--- src/sv/lbtm_ram.sv ---
// Generic simple dual-port RAM, registered read data.
module lbtm_ram #(
   parameter int WIDTH = 32,
   parameter int DEPTH = 2,
   localparam int AW = (DEPTH > 1) ? $clog2(DEPTH) : 1
) (
   input  logic             clock,
   input  logic             wr_en,
   input  logic [AW-1:0]    wr_addr,
   input  logic [WIDTH-1:0] wr_data,
   input  logic             rd_en,
   input  logic [AW-1:0]    rd_addr,
   output logic [WIDTH-1:0] rd_data
);

   logic [WIDTH-1:0] mem [DEPTH];
   logic [WIDTH-1:0] rd_data_ff;

   always_ff @(posedge clock) begin
      if (wr_en) begin
         mem[wr_addr] <= wr_data;
      end
      if (rd_en) begin
         rd_data_ff <= mem[rd_addr];
      end
   end

   assign rd_data = rd_data_ff;

endmodule

--- config.mk ---
export PLATFORM = sky130hd
export DESIGN_NAME = lbtm_ram
export DESIGN_NICKNAME = d
export VERILOG_FILES = /design/src/sv/lbtm_ram.sv
export SDC_FILE = /design/constraint.sdc
export NUM_CORES = 1
export LEC_CHECK = 0
export ABC_AREA = 1
export BUFFER_PORTS_ARGS = -buffer_cell sky130_fd_sc_hd__buf_2
export CAP_MARGIN = 0
export CORE_MARGIN = 2
export CORE_UTILIZATION = 43
export DETAILED_ROUTE_END_ITERATION = 10
export PLACE_DENSITY = 0.74
export SLEW_MARGIN = 20
export SYNTH_ARGS = -nofsm -noshare
export SYNTH_HDL_FRONTEND = slang
export SYNTH_SLANG_ARGS = --single-unit
--- constraint.sdc ---
create_clock -name clock -period 2.4 [get_ports clock]
set_input_delay 0.12 -clock clock [delete_from_list [all_inputs] [get_ports clock]]
set_output_delay 0.12 -clock clock [all_outputs]
set_load 0.01 [all_outputs]
==> results_dict.tcl <==
set metrics [dict create \
    run_status "finished clean" \
    seq_area_frac_synth 0.8505 \
    wl_per_cell_um 12.22 \
    p_per_area_mw_per_mm2 748.9 \
    io_buffers 68 \
    crit_required_ns 2.28 \
    hold_ws_ns 0.3276 \
    die_x_um 92.79 \
    synth.largest_area_cell "edfxtp_1" \
    finalSetupViolations 0 \
    start_kind "flop" \
    clock_sinks 96 \
    die_height_um 92.79 \
    cts_made_buffers 9 \
    critPathSlowestCell "edfxtp_1" \
    dieArea_mm2 0.008609 \
    syn_inst 204 \
    grt_overflow 0 \
    path_cells "buf_2" \
    critPathMaxStageDelay_ns 0.39 \
    drive_gt1_frac 0.3038 \
    dr.pass1.iters 4 \
    synthTopCellsByArea "edfxtp_1 (85%), nand2_1 (9.6%), nand2_2 (1.8%), clkbuf_8 (1.2%), buf_6 (1.0%)" \
    start_util 0.4409 \
    arrival_ns 0.88 \
    root_buffer "clkbuf_8" \
    power_mw 3.219 \
    p_int_mw 2.555 \
    fin_nets 348 \
    worst_pin_slew_ns 0.7353 \
    fp.coreArea_mm2 0.007687 \
    vdd_ir_drop_max_v 0.0003823 \
    syn_nets 241 \
    p_sw_uw 664.0 \
    timing.max_cap.violations 0 \
    fin_crit_ns 1.005 \
    worstPathMaxFanout 1 \
    fin_tns_setup_ns 0 \
    synth_cell_types 9 \
    grt_pass1_wl_mm 8.231 \
    combPwrFrac 0.074 \
    syn_area_per_cell_um2 16.62 \
    row_count 32 \
    tritoncts "built" \
    totalWireLength_mm 5.110 \
    fin_skew_ns 0.008882 \
    syn_area_mm2 0.003390 \
    hold_path_class "in -> reg" \
    synthArstFlopShare 0 \
    fin_area_mm2 0.004299 \
    synth_top_area_share 0.8505 \
    vias 1810 \
    cpLargestDelayFamily "flip-flops" \
    antenna_found_initial 0 \
    end_kind "output port" \
    final_antenna_net_count 0 \
    grtUsageTotal 0.1295 \
    crit_buf_inv 1 \
    diodes 0 \
    synth_seq_cells 96 \
    post_cts_buffers 0 \
    synth_common_cells "edfxtp_1 (96), nand2_1 (87), nand2_2 (10), buf_6 (3), clkbuf_8 (3)" \
    hpwl_mm 2.986 \
    syn_to_final_growth_pct 26.84 \
    grt_max_degree 33 \
    drt_iter0_markers 115 \
    grt_pass1_vias 1774 \
    p_clk_frac 0.303 \
    synth_edf_count 96 \
    drc 0 \
    place.gp.congestion 0.6886 \
    hold_viol_final 0 \
    swShare 0.2063 \
    max-slew-margin-rel 0.5098 \
    synth_ff_type "edfxtp_1" \
    h-tree-depth 3 \
    hp-start "rd_addr" \
    fin_crit_sh 0.4187 \
    crit_start "rd_data[21]$_DFFE_PP_" \
    rsz0062_at_grt "no" \
    drv_slew 0 \
    reg2reg_from "mem[0][5]$_DFFE_PP_" \
    worstSetupPathType "reg -> out" \
    seqPwrFrac 0.623 \
    cts.clk_slew.worst_paths_ns 0.09 \
    fmax_ghz 0.9952 \
    io_pins 69 \
    synth.most_common_cell "edfxtp_1" \
    place_area_mm2 0.003792 \
    post_drt_via_cell_ratio 4.330 \
    yosysWarnings 0 \
    cts.path.max_buffers 2 \
    p_leak_nw 1.739 \
    insertion_delay_ns 0.34 \
]
==> per-stage QoR <==
| step | worst slack (ns) | utilization | std cells |
|---|---|---|---|
| after detailed placement | 1.280 | 0.4933 | 370 |
| after CTS | 1.369 | 0.5592 | 418 |
| after global routing | 1.333 | 0.5592 | 418 |
| after floorplan | 0.4691 | - | 204 |
| final | 1.395 | 0.5592 | 418 |
| after global placement | 1.313 | 0.4933 | 370 |
==> per-layer routing <==
layer | vias to the layer above | track usage | share of wire
met5 | - | 0 | 0
met4 | 0 | 0.05882 | 0.011
met3 | 7 | 0.03336 | 0.043
met2 | 56 | 0.2277 | 0.53
met1 | 830 | 0.1482 | 0.41
li1 | 917 | - | -
==> power by group through the flow <==
stage / registers (mW) / clock network, mW / logic [mW]
6_report: 2.01 / 0.976 / 0.238
5_1_grt: 2.02 / 1.07 / 0.268
4_1_cts: 2.01 / 0.998 / 0.242
3_5_place_dp: 2.05 / 0 / 0.203
3_3_place_gp: 2.04 / 0 / 0.195
2_1_floorplan: 2.07 / 0 / 0.0868
==> registers in the layout, indices dropped and copies added (netlist names) <==
signal	count
rd_data	32
mem	64
==> worst min-delay path, cell delays in order <==
cell and delay [ns]:
buf_2 0.24, nand2_1 0.11, nand2_1 0.04
==> cell usage in the layout, fill, tap and decap left out, drive strengths merged <==
master,netlist,final
edfxtp,96,96
nor2,1,1
nand2,97,97
buf,4,71
dlygate4sd3,0,32
clkinv,0,5
clkinvlp,0,1
bufinv,0,1
inv,3,3
clkbuf,3,9
==> cell families after synthesis <==
logic type    after synthesis  share of synthesized area
flops                      96                     0.8505
buf+inv                    10                    0.03359
simple gates               98                     0.1159
==> final cells by class <==
| class | instances | area (um2) |
|---|---|---|
| clock buffers | 9 | 123.9 |
| clock inverters | 7 | 62.56 |
| fillers | 626 | 3388 |
| inverters | 3 | 18.77 |
| multi-input cells | 98 | 400.4 |
| flip-flops and latches | 96 | 2883 |
| well taps | 102 | 127.6 |
| repair buffers | 103 | 683.2 |
==> repair_timing <==
item	CTS	global route
endpoints found under the hold margin	64	0
resized for setup	0	0
setup endpoints to repair	0	0
hold buffers	32	0
==> final timing paths <==
| path | depth (start not counted) | endpoint | slack, ns |
|---|---|---|---|
| worst max register to register | 2 | rd_data[5]$_DFFE_PP_ | 1.63 |
| worst max-delay path | 1 | rd_data[21] | 1.40 |
| worst min register to register | 2 | rd_data[29]$_DFFE_PP_ | 0.51 |
| worst min-delay path | 3 | rd_data[29]$_DFFE_PP_ | 0.33 |
Note: power is estimated with default switching activity, not from simulation.
