==> src/sv/lbtm_pkg.sv <==
// Shared types, constants and helpers for the logit bias and token mask unit.
package lbtm_pkg;

   localparam int VOCAB_DEPTH = 32768;
   localparam int LIST_CAP    = 512;

   localparam int IDX_W   = $clog2(VOCAB_DEPTH);
   localparam int SIZE_W  = $clog2(VOCAB_DEPTH + 1);
   localparam int CFG_W   = 16;
   localparam int CMP_W   = (SIZE_W > CFG_W) ? SIZE_W : CFG_W;
   localparam int CNT_W   = $clog2(LIST_CAP + 1);
   localparam int LIST_AW = (LIST_CAP > 1) ? $clog2(LIST_CAP) : 1;
   localparam int DATA_W  = 32;

   localparam logic [CFG_W-1:0]         RESET_SIZE = 16'h8000;
   localparam logic [DATA_W-1:0]        NEG_INF    = 32'h8000_0000;
   localparam logic [DATA_W-1:0]        MAX_FIN    = 32'h7FFF_FFFF;
   localparam logic [DATA_W-1:0]        MIN_FIN    = 32'h8000_0001;
   localparam logic signed [DATA_W:0]   SUM_HI     = 33'sd2147483647;
   localparam logic signed [DATA_W:0]   SUM_LO     = -33'sd2147483647;

   typedef enum logic [2:0] {
      OP_BEGIN = 3'd0,
      OP_WRITE = 3'd1,
      OP_ALLOW = 3'd2,
      OP_BIAS  = 3'd3,
      OP_STOP  = 3'd4,
      OP_READ  = 3'd5
   } op_type;

   typedef enum logic [1:0] {
      ST_DONE  = 2'd0,
      ST_RANGE = 2'd1,
      ST_FULL  = 2'd2
   } status_type;

   typedef struct packed {
      logic              mark;
      logic [DATA_W-1:0] logit;
   } entry_type;

   typedef struct packed {
      logic [2:0]        op;
      logic              in_range;
      logic [DATA_W-1:0] value;
      logic              allow_mode;
      logic              stop_active;
      logic              list_full;
   } cmd_type;

   typedef struct packed {
      logic              wr_en;
      entry_type         wr_data;
      logic              list_push;
      logic [DATA_W-1:0] result;
      status_type        status;
   } upd_type;

   // row size register limited to 1..VOCAB_DEPTH
   function automatic logic [SIZE_W-1:0] eff_size(input logic [CFG_W-1:0] v);
      logic [CMP_W-1:0] w;
      w = CMP_W'(v);
      if (w == '0) begin
         w = CMP_W'(1);
      end else if (w > CMP_W'(VOCAB_DEPTH)) begin
         w = CMP_W'(VOCAB_DEPTH);
      end
      return SIZE_W'(w);
   endfunction

endpackage

==> src/sv/lbtm_update.sv <==
// Entry update: per-op new entry, saturating bias add, masked read result.
module lbtm_update (
   input  lbtm_pkg::cmd_type   cmd,
   input  lbtm_pkg::entry_type old_entry,
   output lbtm_pkg::upd_type   upd
);
   import lbtm_pkg::*;

   logic signed [DATA_W:0] sum;
   logic [DATA_W-1:0]      biased;
   logic                   masked;

   always_comb begin
      sum = $signed({old_entry.logit[DATA_W-1], old_entry.logit})
          + $signed({cmd.value[DATA_W-1], cmd.value});
      if (old_entry.logit == NEG_INF || cmd.value == NEG_INF) begin
         biased = NEG_INF;
      end else if (sum > SUM_HI) begin
         biased = MAX_FIN;
      end else if (sum < SUM_LO) begin
         biased = MIN_FIN;
      end else begin
         biased = sum[DATA_W-1:0];
      end
   end

   assign masked = cmd.allow_mode && !old_entry.mark;

   always_comb begin
      upd.wr_en     = 1'b0;
      upd.wr_data   = old_entry;
      upd.list_push = 1'b0;
      upd.result    = '0;
      upd.status    = ST_DONE;
      unique case (cmd.op)
         OP_WRITE: begin
            if (cmd.in_range) begin
               upd.wr_en         = 1'b1;
               upd.wr_data.logit = cmd.value;
            end else begin
               upd.status = ST_RANGE;
            end
         end
         OP_ALLOW: begin
            if (cmd.list_full) begin
               upd.status = ST_FULL;
            end else begin
               upd.wr_en        = 1'b1;
               upd.wr_data.mark = 1'b1;
               upd.list_push    = 1'b1;
            end
         end
         OP_BIAS: begin
            if (!cmd.in_range) begin
               upd.status = ST_RANGE;
            end else if (!masked) begin
               upd.wr_en         = 1'b1;
               upd.wr_data.logit = biased;
            end
         end
         OP_STOP: begin
            if (!cmd.in_range) begin
               upd.status = ST_RANGE;
            end else if (cmd.stop_active) begin
               upd.wr_en         = 1'b1;
               upd.wr_data.logit = NEG_INF;
            end
         end
         OP_READ: begin
            if (!cmd.in_range) begin
               upd.status = ST_RANGE;
            end else begin
               upd.result = masked ? NEG_INF : old_entry.logit;
            end
         end
         default: begin
         end
      endcase
   end

endmodule

==> config.mk <==
export PLATFORM = sky130hd
export DESIGN_NAME = lbtm_update
export DESIGN_NICKNAME = d
export VERILOG_FILES = /design/src/sv/lbtm_pkg.sv /design/src/sv/lbtm_update.sv
export SDC_FILE = /design/constraint.sdc
export NUM_CORES = 1
export LEC_CHECK = 0
export BUFFER_PORTS_ARGS = -buffer_cell sky130_fd_sc_hd__buf_2
export CORE_MARGIN = 5
export CORE_UTILIZATION = 45
export DETAILED_ROUTE_END_ITERATION = 10
export PLACE_DENSITY = 0.77
export RECOVER_POWER = 100
export SETUP_SLACK_MARGIN = 0.5
export SYNTH_ARGS = -nofsm -noshare
export SYNTH_HDL_FRONTEND = slang
export SYNTH_SLANG_ARGS = --single-unit
==> constraint.sdc <==
create_clock -name vclk -period 8.67
set_clock_uncertainty 0.1 [all_clocks]
set_input_delay 2.1675 -clock vclk [all_inputs]
set_output_delay 2.1675 -clock vclk [all_outputs]
set_load 0.005 [all_outputs]
==> impl_metrics.yaml <==
status:
  status: "completed"
clocking:
  cts_resized: 0
  cts_setup_buffers: 0
  hold_buffers: 0
drt:
  m1WireLength_um: 6290
  finalWirelength_um: 15200
  drt_first_pass_iters: 5
  vias: 5028
  wl_met2_um: 6850
  vias_per_cell: 6.64
  wl_per_cell_um: 20.0
  drtIter0Drc: 515
  top_layer: "met4"
  drtAntennaViolNets: 0
  drc_errors: 0
  dr_wl_met3_um: 1610
logic_synthesis:
  syn_avg_cell_area_um2: 6.59
  synthesis.area_um2: 3530
  seq_area_frac_synth_pct: 0
  syn_nets: 641
  yosysUniqueCellTypes: 62
  netlist_instances: 536
  yosys_warnings: 0
floorplan:
  die_h_um: 98.6
  fp.dieArea_um2: 9720
  initial_core_util_pct: 45.9
  die_w_um: 98.6
  rows: 32
  top_level_ports: 141
  core_area_um2: 7690
final_layout:
  area_growth_pct: 20.3
  diodes: 0
  seq_area_um2: 0
  fill_cells: 815
  nets: 762
  drive_gt1_share_pct: 20.6
  nClkBuffers: 0
  seq_cells: 0
  multi_input_area_um2: 3340
timing:
  fin_crit_sh_pct: 94.3
  slew-limit-headroom_pct: 23.4
  grt_setup_unrepaired: "no"
  fin_crit_ps: 8180
  setup_slack_ps: 493
  finalMaxSlewViolations: 0
  setup_viol: 0
  hold_viol_final: 0
  fmax_mhz: 122
  worst_slew_pin_slew_ps: 1150
  setup_tns_ps: 0
grt:
  track_usage_pct: 28.5
  grt_max_degree: 50
  grt_pass1_wl_um: 23600
  grt_pass1_vias: 4623
  antenna_found_initial: 0
  grt_overflow_total: 0
worst_hold_path:
  hp-class: "in2out"
  min_from: "cmd[0]"
  min_to: "upd[34]"
  holdPathStages: 3
worst_setup_path:
  crit_arrival_ps: 5910
  end_kind: "primary output"
  cp_top_family: "compound AO/OA/AOI/OAI gates"
  cp_max_fo: 19
  crit_path_max_incr_delay_ps: 450
  cp.required_ps: 6400
  crit_type: "in2out"
  crit_buf_inv: 3
  crit_path_cell_trace: "clkbuf_1 -> ha_1 -> a21o_1 -> a22o_1 -> o22ai_1 -> a211o_1 -> o211ai_1 -> a311o_2 -> xnor2_4 -> nand2_1 -> clkbuf_2 -> o41ai_2 -> a2bb2oi_1 -> buf_2"
  start_kind: "input port"
  cpMaxStageDelayCell: "a311o_2"
pwr:
  p_leak_nw: 1.78
  power_density_nw_per_um2: 81.7
  vdd.ir_drop.worst_v: 0.0000337
placed_design:
  gp_congestion: 0.993
  dp_hpwl_um: 12100
  place_ws_ps: 659
  port_buffers: 141
run:
  max_cap_violations: 0
==> per-layer routing <==
layer / vias to the layer above / GRT usage (%)
li1: 2343 / -
met1: 2319 / 37.8
met2: 325 / 46.2
met4: 0 / 9.56
met5: - / 0
met3: 41 / 5.52
==> worst min-delay path, delay by kind of cell <==
| kind | cells | cell delay, ps |
|---|---|---|
| simple gates | 1 | 50 |
| buf+inv | 2 | 190 |
==> cell type report <==
class / instances / area share, %
inverter: 19 / 1.68
multi-input combinational: 488 / 78.7
timing repair buffer: 148 / 16.6
tap: 102 / 3.00
==> Yosys cell counts (4+ instances only) <==
master / count / area (µm²)
a21o_1: 8 / 60.1
a21oi_1: 70 / 350
a21oi_2: 6 / 52.6
a221oi_1: 46 / 403
a22oi_1: 9 / 67.6
and2_1: 33 / 206
buf_2: 7 / 35.0
clkbuf_1: 21 / 78.8
ha_1: 32 / 400
inv_1: 19 / 71.3
nand2_1: 42 / 158
nand2b_1: 7 / 43.8
nand3_1: 26 / 130
nand4_1: 12 / 75.1
nor2_1: 33 / 124
nor3_1: 9 / 45.0
nor4_1: 19 / 119
o211ai_1: 6 / 45.0
o21ai_0: 33 / 165
o21ai_1: 7 / 35.0
o21bai_1: 4 / 30.0
or4_1: 4 / 30.0
xnor2_1: 15 / 131
xor2_1: 9 / 78.8
==> cells in the final DEF (no fill, tap or decap), types with 16 or more instances in the layout <==
cell	netlist	final
nand3_1	26	26
buf_2	7	104
nand2_1	42	42
and2_0	0	16
and2_1	33	17
a221oi_1	46	46
nor2_1	33	33
ha_1	32	32
a21oi_1	70	70
nor4_1	19	18
o21ai_0	33	35
inv_1	19	19
clkbuf_1	21	36
==> metrics by stage <==
step | area [µm²] | cells | total power, mW | hold WS, ps | util (%)
floorplan | 3530 | 536 | 0.229 | 4260 | -
global placement | 4310 | 757 | 0.339 | 4490 | 56.1
detailed placement | 4310 | 757 | 0.342 | 4490 | 56.1
CTS | 4310 | 757 | 0.343 | 4500 | 56.1
global route | 4250 | 757 | 0.377 | 4490 | 55.3
finish | 4250 | 757 | 0.347 | 4480 | 55.3
==> power breakdown <==
part	leakage (nW)	switching, mW	internal, mW	total [mW]
sequential	0	0	0	0
combinational	1.78	0.215	0.133	0.347
clock	0	0	0	0
==> kinds of logic (layout without fill, tap and decap cells) <==
group / count (synthesis) / in the layout / share of synthesized area (%)
buffers and inverters: 48 / 167 / 5.46
AOI/OAI and AO/OA: 221 / 221 / 43.8
xor gates and xnor gates: 26 / 26 / 7.51
adders and majority gates: 36 / 36 / 12.8
and+or+nand+nor: 205 / 205 / 30.4
==> how the worst max path moves through the flow <==
stage / from / to / depth (start not counted)
after floorplan: cmd[3] / upd[35] / 13
after global placement: old_entry[0] / upd[35] / 15
after detailed placement: old_entry[0] / upd[35] / 15
after CTS: old_entry[0] / upd[35] / 15
after global routing: old_entry[6] / upd[35] / 14
final: old_entry[6] / upd[35] / 14
Power figures use the tool's default switching activity.
